**src/design/sle_pkg.sv**
```systemverilog
`timescale 1ns / 1ps

package sle_pkg;

  localparam int unsigned CAPACITY = 128;

  localparam int unsigned KW = (CAPACITY > 2) ? $clog2(CAPACITY) : 1;
  localparam int unsigned LW = $clog2(CAPACITY + 1);
  localparam int unsigned PW = 8;
  localparam int unsigned XW = ((LW > PW) ? LW : PW) + 1;

  localparam int unsigned OP_W        = 3;
  localparam int unsigned S_TDATA_W   = 72;
  localparam int unsigned S_TUSER_W   = 3;
  localparam int unsigned M_TDATA_W   = 56;
  localparam int unsigned M_TUSER_W   = 2;

  typedef logic signed [31:0] word_t;

  typedef enum logic [OP_W-1:0] {
    OP_READ   = 3'd0,
    OP_SEARCH = 3'd1,
    OP_INSERT = 3'd2,
    OP_DELETE = 3'd3,
    OP_RANGE  = 3'd4
  } op_e;

  typedef enum logic [1:0] {
    RING_HOLD,
    RING_SHIFT,
    RING_SWAP
  } ring_mode_e;

  typedef enum logic [1:0] {
    ST_IDLE,
    ST_ROTATE,
    ST_COMPACT,
    ST_FINISH
  } state_e;

  typedef struct packed {
    ring_mode_e mode;
    logic       parity;
  } ring_ctl_t;

  typedef struct packed {
    logic  keep;
    word_t data;
  } cell_t;

  typedef struct packed {
    logic          ok;
    logic          found;
    logic [PW-1:0] position;
    word_t         read_value;
    logic [7:0]    length;
    logic [7:0]    removed;
  } res_t;

endpackage

```
**src/design/sle_cell.sv**
```systemverilog
`timescale 1ns / 1ps

module sle_cell (
  input  logic              clk_i,
  input  sle_pkg::ring_ctl_t ctl_i,
  input  logic              odd_i,
  input  sle_pkg::cell_t    up_i,
  input  sle_pkg::cell_t    dn_i,
  output sle_pkg::cell_t    q_o
);
  import sle_pkg::*;

  cell_t q_q;
  cell_t q_d;

  always_comb begin
    q_d = q_q;
    unique case (ctl_i.mode)
      RING_HOLD: begin
        q_d = q_q;
      end
      RING_SHIFT: begin
        q_d = up_i;
      end
      RING_SWAP: begin
        if (odd_i == ctl_i.parity) begin
          if (!q_q.keep && up_i.keep) q_d = up_i;
        end else begin
          if (!dn_i.keep && q_q.keep) q_d = dn_i;
        end
      end
      default: begin
        q_d = q_q;
      end
    endcase
  end

  always_ff @(posedge clk_i) begin
    q_q <= q_d;
  end

  assign q_o = q_q;

endmodule

```
**config.mk**
```make
export PLATFORM = sky130hd
export DESIGN_NAME = sle_cell
export DESIGN_NICKNAME = d
export VERILOG_FILES = /design/src/design/sle_pkg.sv /design/src/design/sle_cell.sv
export SDC_FILE = /design/constraint.sdc
export NUM_CORES = 1
export LEC_CHECK = 0
export BUFFER_PORTS_ARGS = -buffer_cell sky130_fd_sc_hd__buf_2
export CAP_MARGIN = 30
export CORE_MARGIN = 10
export CORE_UTILIZATION = 45
export CTS_CLUSTER_DIAMETER = 80
export DETAILED_ROUTE_END_ITERATION = 6
export GPL_ROUTABILITY_DRIVEN = 0
export PLACE_DENSITY = 0.85
export SYNTH_ARGS = -nofsm -noshare
export SYNTH_HDL_FRONTEND = slang
export SYNTH_SLANG_ARGS = --single-unit
```
**constraint.sdc**
```tcl
create_clock -name clk_i -period 9.1 [get_ports clk_i]
set_input_delay 1.365 -clock clk_i [delete_from_list [all_inputs] [get_ports clk_i]]
set_output_delay 1.365 -clock clk_i [all_outputs]
set_load 0.01 [all_outputs]
```
After elaboration in Yosys (flattened, before gate mapping)
Index checks and enable logic that the tools add are counted.

storage, ports and cells
  bits in registers = 33
  bits of input ports = 71
  output and inout bits = 33
  word-level logic and storage cells = 17

cells by class
  eq/ne operators = 5
  mux-type cells = 4
  reductions and logical operators = 6

operators by type and width
  kind                                           count
  two-way mux 33 bit                             3
  one-hot mux 33 bit (2 select lines)            1
  inequality test 3 bit, second input constant   2
  AND reduction 3 bit                            1
  == test 2 x 1 -> 1 bit, second input constant  1
  == test 2 bit, second input constant           1
  logical AND 1 bit                              2
  logical NOT 1 bit                              2
  nonzero test 2 bit                             1
  == test 1 bit                                  1

Depth between registers and ports, before layout
  word-level depth = 5
  gate-level depth with buffers = 5
  gate-level depth less buffers = 4

Least setup slack after synthesis
OpenSTA, ideal clock, no wires.

  path kind = input to register
  start = input port ctl_i[1] (netlist name)
  end = register q_q, in the netlist q_o[0], enable pin
  library setup time = 484 ps
  data arrival time = 4,362 ps
  required time = 8,616 ps
  path slack = 4,254 ps
  cell stages on the path = 4
  buffers on the path = 0
  path through = inv_1 > ha_1 > nor3b_1 > a311oi_1

between the ends
  cells in the longest elaborated chain, start to end = 3
  elaborated cells between the ends (all ways) = 6
  classes of those cells = 4 x eq/ne; 2 x reduce/logical

RTL lines
  element                                                                RTL line        text
  start, declared                                                        sle_cell.sv:5   input sle_pkg::ring_ctl_t ctl_i,
  == test 2 bit or == test 2 x 1 -> 1 bit (tied branches)                sle_cell.sv:18  unique case (ctl_i.mode)
  inequality test 3 bit (no line) or nonzero test 2 bit (tied branches)  -
  AND reduction 3 bit (no line) (*)                                      -
  end signal, assigned                                                   sle_cell.sv:39  q_q <= q_d;
  end, declared                                                          sle_cell.sv:13  cell_t q_q;

Every way passes the cells marked *; elsewhere a longest branch is shown, timed or not.
A chain may end at the register's enable or synchronous reset.

Worst setup path in the final report
  start = input port ctl_i[0] (netlist name)
  end = register q_q, in the netlist q_o[19], enable pin

between the ends
  cells in the longest elaborated chain, start to end = 3
  elaborated cells between the ends (all ways) = 4
  classes of those cells = 3 x eq/ne; 1 x reduce/logical

RTL lines
  element                            RTL line        text
  == test 1 bit (*)                  sle_cell.sv:26  if (odd_i == ctl_i.parity) begin
  inequality test 3 bit (no line)    -
  AND reduction 3 bit (no line) (*)  -

Marked as above.

==> run summary <==
FF-to-FF End = q_o[19]
Flop-to-flop setup slack = 7020 ps
Ant diodes = 0
Min-delay src = q_o[32]
Initial antenna violation count = 0
Setup TNS = 0 ps
Outcome = finished clean
Root Driver = clkbuf_4
Setup CP Type = input pin to flop
Max Cap Viol = 0
Share of cells above drive strength 1 = 78.0%
Peak supply drop = 95.7 uV
#FFs+latches synth = 33
Ports = 104
First-pass GRT wire length = 6.22 mm
Max Fclk = 324 MHz
TritonCTS sink count = 33
CTS hold repair buffers = 0
Cell row count = 21
Largest net degree at the start of global routing = 34
Max FFs per register = 33
CP Capture Type = flop
Worst reg-to-reg path cell count = 4
IO Port Bufs = 103
Worst-path maximum fanout = 19
Die width = 79.1 um
CTS tree = built
Hold Path End = q_o[27]
Nets@finish = 258
Critical path arrival = 3100 ps
RSZ-0062 raised after global routing = no
Worst Skew = 5.40 ps
First DRT Iteration DRCs = 20
Worst slew pin tran = 820 ps
Final Hold Fails = 0
Routed len/inst = 17.3 um
Number of routed nets with antenna violations = 0
Clock buffer depth = 2
Seq/Total Area, Yosys = 63.2%
CTS resizes = 0
Syn_area_per_cell = 20.4 um2
WL final = 4.02 mm
Post-DR vias/cell = 4.64
Utilization after layout = 65.4%
Final min period = 3090 ps
Total GRT Usage = 13.1%
Synthesized instance count = 77
Syn_nets = 149
Vias in the first global route = 1302
Worst min path class = flop to flop
Post-synthesis cell type count = 12
Area Overhead vs Synth = 40.1%
Core ar. = 3360 um2
Drt first pass iters = 2
Clock Latency Late Sink = 320 ps
Setup Buffers After CTS = 0
Synth Cell Area = 1570 um2
WP data required = 9110 ps
Post-route DRC = 0
Global route overflow = 0
Slew Viols, Final = 0
Die area = 6250 um2
Setup violators final = 0
Critical register-to-register path startpoint = q_o[32]
Pwr Density = 153 nW/um2
Reg clk slew, reported paths = 90 ps
DIE HEIGHT = 79.1 um
Vias = 1077
Worst slew margin = 45.4%
Leak Pwr = 1.09 nW
Hold depth = 2
Cts bufs inserted = 5
Initial Utilization = 46.7%
Final period util = 33.9%
CP Launch Type = input pin
Synth warn = 0
Final HPWL DP = 3.36 mm
Max H-tree Level = 2
[worst max-delay path, stage by stage]
cell	delay (ps)
buf_2	100
xor2_1	340
nor3b_1	140
a311oi_4	750
buf_4	390
[cells in the mapped netlist, drive strengths merged]
master | instances | area (um2)
edfxtp | 33 | 991
ha | 1 | 12.5
inv | 1 | 3.75
nand2b | 1 | 6.26
buf | 3 | 33.8
nor2b | 1 | 6.26
nor3b | 1 | 7.51
xor2 | 1 | 8.76
nand2 | 1 | 6.26
a311oi | 1 | 8.76
mux2 | 33 | 484
[cells in the final DEF, fill, tap and decap left out, types with 3 or more instances in the layout]
| master | n |
|---|---|
| edfxtp_1 | 33 |
| clkbuf_4 | 5 |
| mux2_4 | 30 |
| buf_2 | 103 |
| mux2_2 | 3 |
[how the worst max path moves through the flow]
stage | from | end | slack [ps] | depth (start not counted)
after CTS | ctl_i[0] | q_o[17] | 5990 | 5
final | ctl_i[0] | q_o[19] | 6010 | 5
after global routing | ctl_i[0] | q_o[23] | 5910 | 5
after floorplan | ctl_i[1] | q_o[0] | 4250 | 4
after global placement | ctl_i[0] | q_o[20] | 5710 | 5
after detailed placement | ctl_i[0] | q_o[23] | 5640 | 5
[logic make-up (layout without fill, tap and decap cells)]
| family | after synthesis | in the layout | share of synthesized area [%] |
|---|---|---|---|
| muxes | 33 | 33 | 30.9 |
| buffers and inverters | 4 | 113 | 2.39 |
| adders and majority gates | 1 | 1 | 0.797 |
| DFF | 33 | 33 | 63.2 |
| and+or+nand+nor | 4 | 4 | 1.68 |
| xor gates and xnor gates | 1 | 1 | 0.558 |
| AOI/OAI and AO/OA | 1 | 1 | 0.558 |
[per-layer routing]
| layer | GRT usage (%) | wire length [um] |
|---|---|---|
| met5 | 0 | 0 |
| met4 | 5.91 | 70 |
| met3 | 7.77 | 446 |
| met2 | 24.9 | 2280 |
| met1 | 10.3 | 1230 |
[where the power goes]
| group | switching [mW] | internal (mW) |
|---|---|---|
| Sequential | 0.00368 | 0.187 |
| Clock | 0.0438 | 0.0280 |
| Combinational | 0.0338 | 0.0397 |
| Total | 0.0812 | 0.255 |
[final cells by class]
class,count,area (um2)
clock buffers,6,41.3
clock inverters,1,3.75
fillers,285,1160
inverters,1,3.75
multi-input cells,40,558
flip-flops and latches,33,991
well taps,46,57.6
repair buffers,105,543
[metrics by stage]
stage	instance area (um2)	power [mW]	cells	hold WS (ps)	worst slack, ps
2_1_floorplan	1570	0.234	77	1340	4250
3_3_place_gp	2130	0.266	224	950	5710
3_5_place_dp	2130	0.270	224	965	5640
4_1_cts	2180	0.342	231	982	5990
5_1_grt	2200	0.355	232	1020	5910
6_report	2200	0.336	232	971	6010
Power figures use the tool's default switching activity.
