$ cat src/design/sle_pkg.sv
`timescale 1ns / 1ps

package sle_pkg;

  localparam int unsigned CAPACITY = 128;

  localparam int unsigned KW = (CAPACITY > 2) ? $clog2(CAPACITY) : 1;
  localparam int unsigned LW = $clog2(CAPACITY + 1);
  localparam int unsigned PW = 8;
  localparam int unsigned XW = ((LW > PW) ? LW : PW) + 1;

  localparam int unsigned OP_W        = 3;
  localparam int unsigned S_TDATA_W   = 72;
  localparam int unsigned S_TUSER_W   = 3;
  localparam int unsigned M_TDATA_W   = 56;
  localparam int unsigned M_TUSER_W   = 2;

  typedef logic signed [31:0] word_t;

  typedef enum logic [OP_W-1:0] {
    OP_READ   = 3'd0,
    OP_SEARCH = 3'd1,
    OP_INSERT = 3'd2,
    OP_DELETE = 3'd3,
    OP_RANGE  = 3'd4
  } op_e;

  typedef enum logic [1:0] {
    RING_HOLD,
    RING_SHIFT,
    RING_SWAP
  } ring_mode_e;

  typedef enum logic [1:0] {
    ST_IDLE,
    ST_ROTATE,
    ST_COMPACT,
    ST_FINISH
  } state_e;

  typedef struct packed {
    ring_mode_e mode;
    logic       parity;
  } ring_ctl_t;

  typedef struct packed {
    logic  keep;
    word_t data;
  } cell_t;

  typedef struct packed {
    logic          ok;
    logic          found;
    logic [PW-1:0] position;
    word_t         read_value;
    logic [7:0]    length;
    logic [7:0]    removed;
  } res_t;

endpackage

$ cat src/design/sle_ctrl.sv
`timescale 1ns / 1ps

module sle_ctrl (
  input  logic                        clk_i,
  input  logic                        rst_ni,
  input  logic                        in_valid_i,
  output logic                        in_ready_o,
  input  logic [sle_pkg::OP_W-1:0]    in_op_i,
  input  logic [sle_pkg::PW-1:0]      in_pos_i,
  input  sle_pkg::word_t              in_val_i,
  input  sle_pkg::word_t              in_upr_i,
  output logic                        out_valid_o,
  input  logic                        out_ready_i,
  output sle_pkg::res_t               out_o,
  output sle_pkg::ring_ctl_t          ctl_o,
  output sle_pkg::cell_t              tail_o,
  input  sle_pkg::word_t              head0_i,
  input  sle_pkg::word_t              head1_i
);
  import sle_pkg::*;

  state_e         state_q, state_d;
  logic [KW-1:0]  k_q;
  logic [LW-1:0]  len_q;
  logic [LW-1:0]  rem_q;
  logic [OP_W-1:0] op_q;
  logic [PW-1:0]  pos_q;
  word_t          val_q;
  word_t          upr_q;
  word_t          hold_q;
  logic           ok_q;
  logic           found_q;
  logic [PW-1:0]  pos_res_q;
  word_t          rdat_q;
  logic           m_valid_q;
  res_t           res_q;

  logic [XW-1:0]  pos_x, len_x, k_x, idx_x, kp1_x, len_new_x, rem_x;
  logic           in_list, ins_ok, pass, go_rot;
  logic           k_last, k_live, in_range, load, accept;
  logic [LW-1:0]  len_new;

  assign pos_x  = XW'(in_pos_i);
  assign len_x  = XW'(len_q);
  assign k_x    = XW'(k_q);
  assign idx_x  = XW'(pos_q) - XW'(1);
  assign kp1_x  = k_x + XW'(1);
  assign k_last = (k_q == KW'(CAPACITY - 1));
  assign k_live = (k_x < len_x);
  assign in_range = ($signed(head0_i) >= $signed(val_q)) &&
                    ($signed(head0_i) <= $signed(upr_q));
  assign accept = in_valid_i && in_ready_o;
  assign load   = (state_q == ST_FINISH) && (!m_valid_q || out_ready_i);

  assign in_list = (pos_x != '0) && (pos_x <= len_x);
  assign ins_ok  = (pos_x != '0) && (pos_x <= len_x + XW'(1)) && (len_x < XW'(CAPACITY));

  always_comb begin
    unique case (in_op_i)
      OP_READ:   pass = in_list;
      OP_SEARCH: pass = 1'b1;
      OP_INSERT: pass = ins_ok;
      OP_DELETE: pass = in_list;
      OP_RANGE:  pass = 1'b1;
      default:   pass = 1'b0;
    endcase
  end
  assign go_rot = pass;

  always_comb begin
    len_new = len_q;
    if (ok_q) begin
      unique case (op_q)
        OP_INSERT: len_new = len_q + LW'(1);
        OP_DELETE: len_new = len_q - LW'(1);
        OP_RANGE:  len_new = len_q - rem_q;
        default:   len_new = len_q;
      endcase
    end
  end
  assign len_new_x = XW'(len_new);
  assign rem_x     = XW'(rem_q);

  always_comb begin
    state_d = state_q;
    unique case (state_q)
      ST_IDLE: begin
        if (in_valid_i) state_d = go_rot ? ST_ROTATE : ST_FINISH;
      end
      ST_ROTATE: begin
        if (k_last) state_d = (op_q == OP_RANGE) ? ST_COMPACT : ST_FINISH;
      end
      ST_COMPACT: begin
        if (k_last) state_d = ST_FINISH;
      end
      ST_FINISH: begin
        if (load) state_d = ST_IDLE;
      end
      default: begin
        state_d = ST_IDLE;
      end
    endcase
  end

  always_comb begin
    in_ready_o    = (state_q == ST_IDLE);
    ctl_o.mode    = RING_HOLD;
    ctl_o.parity  = k_q[0];
    tail_o.data   = head0_i;
    tail_o.keep   = 1'b1;
    unique case (state_q)
      ST_ROTATE: begin
        ctl_o.mode = RING_SHIFT;
        unique case (op_q)
          OP_INSERT: begin
            if (k_x == idx_x) tail_o.data = val_q;
            else if (k_x > idx_x) tail_o.data = hold_q;
          end
          OP_DELETE: begin
            if (k_x >= idx_x) tail_o.data = head1_i;
          end
          OP_RANGE: begin
            tail_o.keep = k_live && !in_range;
          end
          default: begin
            tail_o.data = head0_i;
          end
        endcase
      end
      ST_COMPACT: begin
        ctl_o.mode  = RING_SWAP;
        tail_o.keep = 1'b0;
      end
      default: begin
        ctl_o.mode = RING_HOLD;
      end
    endcase
  end

  always_ff @(posedge clk_i or negedge rst_ni) begin
    if (!rst_ni) begin
      state_q   <= ST_IDLE;
      k_q       <= '0;
      len_q     <= '0;
      m_valid_q <= 1'b0;
    end else begin
      state_q <= state_d;
      if (state_q == ST_ROTATE || state_q == ST_COMPACT) begin
        k_q <= k_last ? '0 : k_q + KW'(1);
      end else begin
        k_q <= '0;
      end
      if (load) len_q <= len_new;
      if (load) begin
        m_valid_q <= 1'b1;
      end else if (out_ready_i) begin
        m_valid_q <= 1'b0;
      end
    end
  end

  always_ff @(posedge clk_i) begin
    if (accept) begin
      op_q      <= in_op_i;
      pos_q     <= in_pos_i;
      val_q     <= in_val_i;
      upr_q     <= in_upr_i;
      ok_q      <= pass;
      found_q   <= 1'b0;
      rdat_q    <= '0;
      rem_q     <= '0;
      pos_res_q <= (in_op_i == OP_DELETE && pass) ? in_pos_i : '0;
    end
    if (state_q == ST_ROTATE) begin
      unique case (op_q)
        OP_READ: begin
          if (k_x == idx_x) rdat_q <= head0_i;
        end
        OP_SEARCH: begin
          if (k_live && !found_q && head0_i == val_q) begin
            found_q   <= 1'b1;
            pos_res_q <= kp1_x[PW-1:0];
          end
        end
        OP_INSERT: begin
          if (k_x >= idx_x) hold_q <= head0_i;
        end
        OP_RANGE: begin
          if (k_live && in_range) rem_q <= rem_q + LW'(1);
        end
        default: begin
          hold_q <= hold_q;
        end
      endcase
    end
    if (load) begin
      res_q.ok         <= ok_q;
      res_q.found      <= found_q;
      res_q.position   <= pos_res_q;
      res_q.read_value <= rdat_q;
      res_q.length     <= len_new_x[7:0];
      res_q.removed    <= rem_x[7:0];
    end
  end

  assign out_valid_o = m_valid_q;
  assign out_o       = res_q;

endmodule

$ cat config.mk
export PLATFORM = sky130hd
export DESIGN_NAME = sle_ctrl
export DESIGN_NICKNAME = d
export VERILOG_FILES = /design/src/design/sle_pkg.sv /design/src/design/sle_ctrl.sv
export SDC_FILE = /design/constraint.sdc
export NUM_CORES = 1
export LEC_CHECK = 0
export ABC_CLOCK_PERIOD_IN_PS = 9500
export BUFFER_PORTS_ARGS = -buffer_cell sky130_fd_sc_hd__buf_2
export CELL_PAD_IN_SITES_DETAIL_PLACEMENT = 1
export CELL_PAD_IN_SITES_GLOBAL_PLACEMENT = 1
export CORE_MARGIN = 2
export CORE_UTILIZATION = 47
export CTS_CLUSTER_SIZE = 20
export DETAILED_ROUTE_END_ITERATION = 7
export PLACE_DENSITY_LB_ADDON = 0.15
export SLEW_MARGIN = 20
export SYNTH_ARGS = -nofsm -noshare
export SYNTH_HDL_FRONTEND = slang
export SYNTH_SLANG_ARGS = --single-unit
$ cat constraint.sdc
create_clock -name clk_i -period 9.5 [get_ports clk_i]
set_clock_uncertainty 0.2 [all_clocks]
set_input_delay 1.9 -clock clk_i [delete_from_list [all_inputs] [get_ports clk_i]]
set_output_delay 1.9 -clock clk_i [all_outputs]
set_load 0.05 [all_outputs]
Word-level counts from Yosys, hierarchy flattened
Index checks and enable logic that the tools add are counted.

Register bits after elaboration: 233. Logic and storage cells: 118.

Add/sub/neg operators: 8. Magnitude comparators: 8. Equal/unequal tests: 18. Mux-type cells: 39. Reductions and logical operators: 25.

Operators by type and width (number): 32-bit 2-to-1 mux (8); 8-bit 2-to-1 mux (10); 32-bit case mux with 2 select lines (1); 32-bit equality test (1); 32-bit greater-or-equal comparator (1); 32-bit less-or-equal comparator (1); 8-bit case mux with 3 select lines (1); 8-bit by 1-bit adder with 8-bit output (second input constant) (2); 7-bit 2-to-1 mux (2); 3-bit by 2-bit equality test with 1-bit output (second input constant) (4); 1-bit logical AND (11); 2-bit 2-to-1 mux (5); 8-bit by 1-bit adder with 9-bit output (second input constant) (1); 7-bit by 9-bit equality test with 1-bit output (1); 7-bit by 9-bit greater-or-equal comparator with 1-bit output (1); 7-bit by 9-bit greater-than comparator with 1-bit output (1); 8-bit by 9-bit less-or-equal comparator with 1-bit output (1); 9-bit nonzero test (1); 8-bit by 1-bit subtractor with 9-bit output (second input constant) (1); 7-bit by 1-bit adder with 8-bit output (second input constant) (1); 8-bit less-or-equal comparator (1); 7-bit by 8-bit < comparator with 1-bit output (1); 8-bit < comparator (second input constant) (1); 1-bit 2-to-1 mux (8); 21 further kinds (32).

Logic depth before layout (Yosys ltp)
Depth after elaboration: 11. Mapped depth: 14.

Worst setup path after synthesis
No wires, ideal clock.

Kind: input to output. Start point: input head0_i[19]. End point: output tail_o[32] (netlist name). Data arrival time: 4.271 ns. Slack: 3.129 ns. Stages on the path: 9. Path buffers: 0. Path through: ha_1 > a21oi_2 > o21a_1 > o21ai_1 > a2111o_1 > nor3_1 > nor4b_4 > nand2b_1 > a22oi_1.

RTL lines: from (decl) (RTL line sle_ctrl.sv:17) `input sle_pkg::word_t head0_i,`; to (decl) (RTL line sle_ctrl.sv:16) `output sle_pkg::cell_t tail_o,`.

==> run summary <==
Status -> completed
Post-synth top area share -> 41.3%
Worst slew pin tran -> 1.05 ns
Vias after detailed routing -> 9772
Slowest cell delay on critical path -> 0.71 ns
Worst Path Required -> 7.40 ns
Root buffer cell -> clkbuf_16
Die width -> 164 µm
DRC -> 0
Iter 0 DRT Violations -> 642
DR vias/cell -> 5.69
Reg clk slew, reported paths -> 0.06 ns
Compound-gate portion of the synthesized area -> 12.4%
WP data arrival -> 4.93 ns
Die height -> 164 µm
Dpl cells -> 1665
CP Capture Type -> output port
Design Power -> 2.26 mW
Area share of fa/ha/maj cells after synthesis -> 11.4%
CTS max path bufs -> 3
Critical Path Fanout Max -> 7
RSZ-0062 raised after global routing -> false
Layout Cells excl Fill -> 1718
CTS Sinks -> 233
Final Cell Area -> 14500 µm²
Crit Path Class -> in -> out
Max VDD drop -> 0.000187 V
Synth cell count leaders -> edfxtp_1 (166), nand2_1 (127), ha_1 (108)
Post-route minimum period -> 7.03 ns
PostCTS Resize Cnt -> 0
I/O pin count -> 239
Finish-stage setup viols -> 0
Slew Limit Fails -> 0
Hold Path Sink -> out_o[55]$_DFFE_PP_
H-tree depth -> 1
Initial antenna violation count -> 3
Critical R2R Launch -> pos_q[2]$_DFFE_PP_
Post-Place Cell Area -> 13600 µm²
Total grt overflow -> 0
Pwr dens -> 156 nW/µm²
All-Layer GR Usage -> 27.5%
Xor and xnor area share after synthesis -> 1.74%
Type of the worst min-delay path -> reg -> reg
Simple-gate share of the synthesized area -> 15.5%
Maxcap violations -> 0
Fill cells -> 2821
Setup TNS -> 0 ns
Vias in the first global route -> 10200
Dominant synthesized flop cell -> edfxtp_1
P_leak -> 6.38 nW
Post-Syn Nets -> 1379
R2R setup slack -> 5.55 ns
Post-CTS Setup Bufs -> 0
Largest family of logic cells by synthesized area -> simple AND/OR/NAND/NOR gates
CTS Hold Bufs -> 0
Routed WL -> 37.2 mm
Yosys warning count -> 0
Clk_lat worst skew -> 0.53 ns
Yosys cell types -> 64
Peak Freq -> 142 MHz
Crit-path most repeated cell -> buf_2
Total area of sequential cells -> 6420 µm²
Core box area -> 25200 µm²
Nets@finish -> 1616
Ranking of synthesized cells by area -> edfxtp_1 (41%), ha_1 (11%), dfxtp_1 (8.1%), nand2_1 (4.0%), dfrtp_1 (3.7%)
Synth Area per Inst -> 10.7 µm²
Worst Reg-to-Reg Cells -> 10
Yosys top cell by area -> edfxtp_1
Hold Crit Start -> pos_res_q[7]$_DFF_P_
Slowest cell on the critical path -> nor4_1
Min-Delay Path Depth -> 0
Mapped Cells -> 1127
Syn Std Cell Area -> 12100 µm²
Worst path cell trace -> buf_2 -> ha_1 -> nand4_1 -> nor4_1 -> nand2_1 -> o221a_1 -> nor4b_4 -> nand2b_1 -> a22oi_1 -> buf_2
Cell row count -> 58
Die ar. -> 27000 µm²
Hold Violations, Final -> 0
Antenna viol nets, final -> 0
Slew margin rel. -> 29.9%
Async SR Flop Fraction -> 7.73%
First-pass GRT wire length -> 56.6 mm
Yosys reg bits -> 233
Area of the multi-input gates -> 5150 µm²
Multiplexer share of the synthesized area -> 1.44%
IO Port Bufs -> 238
Num CTS Buffers -> 26
Routability cong. -> 0.858
R2r endpoint -> rdat_q[4]$_DFF_P_
Post-route clock period utilization -> 74.0%
Mean routed wirelength per cell -> 21.6 µm
Top-count cell post-synth -> edfxtp_1
Largest net degree at the start of global routing -> 52
Sequential-to-total area share from yosys stat -> 53.2%
Final design utilization -> 57.7%
DP HPWL -> 26.4 mm
P&R area growth vs syn -> 20.5%
Layout cell share with drive strength beyond 1 -> 23.2%
Starting Density -> 47.9%
Pre-antenna DRT Iters -> 5
EDFF count, synth -> 166
Crit path launch type -> input port
CTS tree -> built
[placed cells by master (no fill, tap or decap), types with 18 or more instances in the layout]
cell type and instances:
buf_2 238, edfxtp_1 166, nand2_1 126, ha_1 108, inv_1 89, o21ai_0 70, nor2_1 58, nand3_1 55
dfxtp_1 49, nor2b_1 41, o21a_1 37, nor3_1 36, a21oi_1 32, o31ai_1 29, clkbuf_16 27, dfrtp_1 18
[per-stage QoR]
| step | hold WS, ns | worst slack (ns) |
|---|---|---|
| after floorplan | 0.200 | 3.13 |
| after global placement | 0.207 | 2.63 |
| after detailed placement | 0.208 | 2.57 |
| after CTS | 0.224 | 2.51 |
| after global routing | 0.235 | 2.32 |
| final | 0.223 | 2.47 |
[flip-flops by register name (all words and copies together) (netlist names), 32 cells and up]
register	cells
out_o	58
hold_q	32
rdat_q	32
upr_q	32
val_q	32
[logic make-up (layout without fill, tap and decap cells)]
group / count (synthesis) / count (layout)
other: 0 / 4
adders and majority gates: 109 / 109
xor gates and xnor gates: 24 / 24
DFF: 233 / 233
muxes: 16 / 16
and+or+nand+nor: 383 / 383
AOI/OAI and AO/OA: 228 / 228
buffers and inverters: 134 / 391
[worst max-delay path: cells and delay by family]
family / cells / cell delay (ns)
AO/OA/AOI/OAI: 2 / 0.39
adder cells (fa/ha/maj): 1 / 0.41
AND/OR/NAND/NOR: 5 / 1.84
buffers and inverters: 2 / 0.38
[per-layer routing]
metal	track usage (%)	share of wire [%]	routed length, µm
met3	4.22	6.1	2260
met1	35.8	42	15800
met4	9.01	3.1	1130
met2	47.1	48	18000
met5	0	0	0
[report_power, final]
part           internal, mW  switching [mW]  total (mW)
logic                0.0505          0.0865       0.137
registers              1.08        0.000129        1.08
clock network         0.638           0.405        1.04
total                  1.77           0.492        2.26
[cell type report]
type,count,share of cell area [%]
timing repair buffer,252,9.01
tap,330,2.84
sequential,233,44.1
antenna,4,0.0689
inverter,91,2.36
multi-input combinational,760,35.5
clock buffer,38,5.28
clock inverter,10,0.844
[worst max path at each step]
stage | startpoint | end | depth (start not counted)
finish | head0_i[31] | tail_o[32] | 10
global route | head0_i[31] | tail_o[32] | 10
CTS | head0_i[31] | tail_o[32] | 10
detailed placement | head0_i[31] | tail_o[32] | 10
global placement | head0_i[31] | tail_o[32] | 10
floorplan | head0_i[19] | tail_o[32] | 9
No activity file was read; power rests on OpenSTA's default activity.
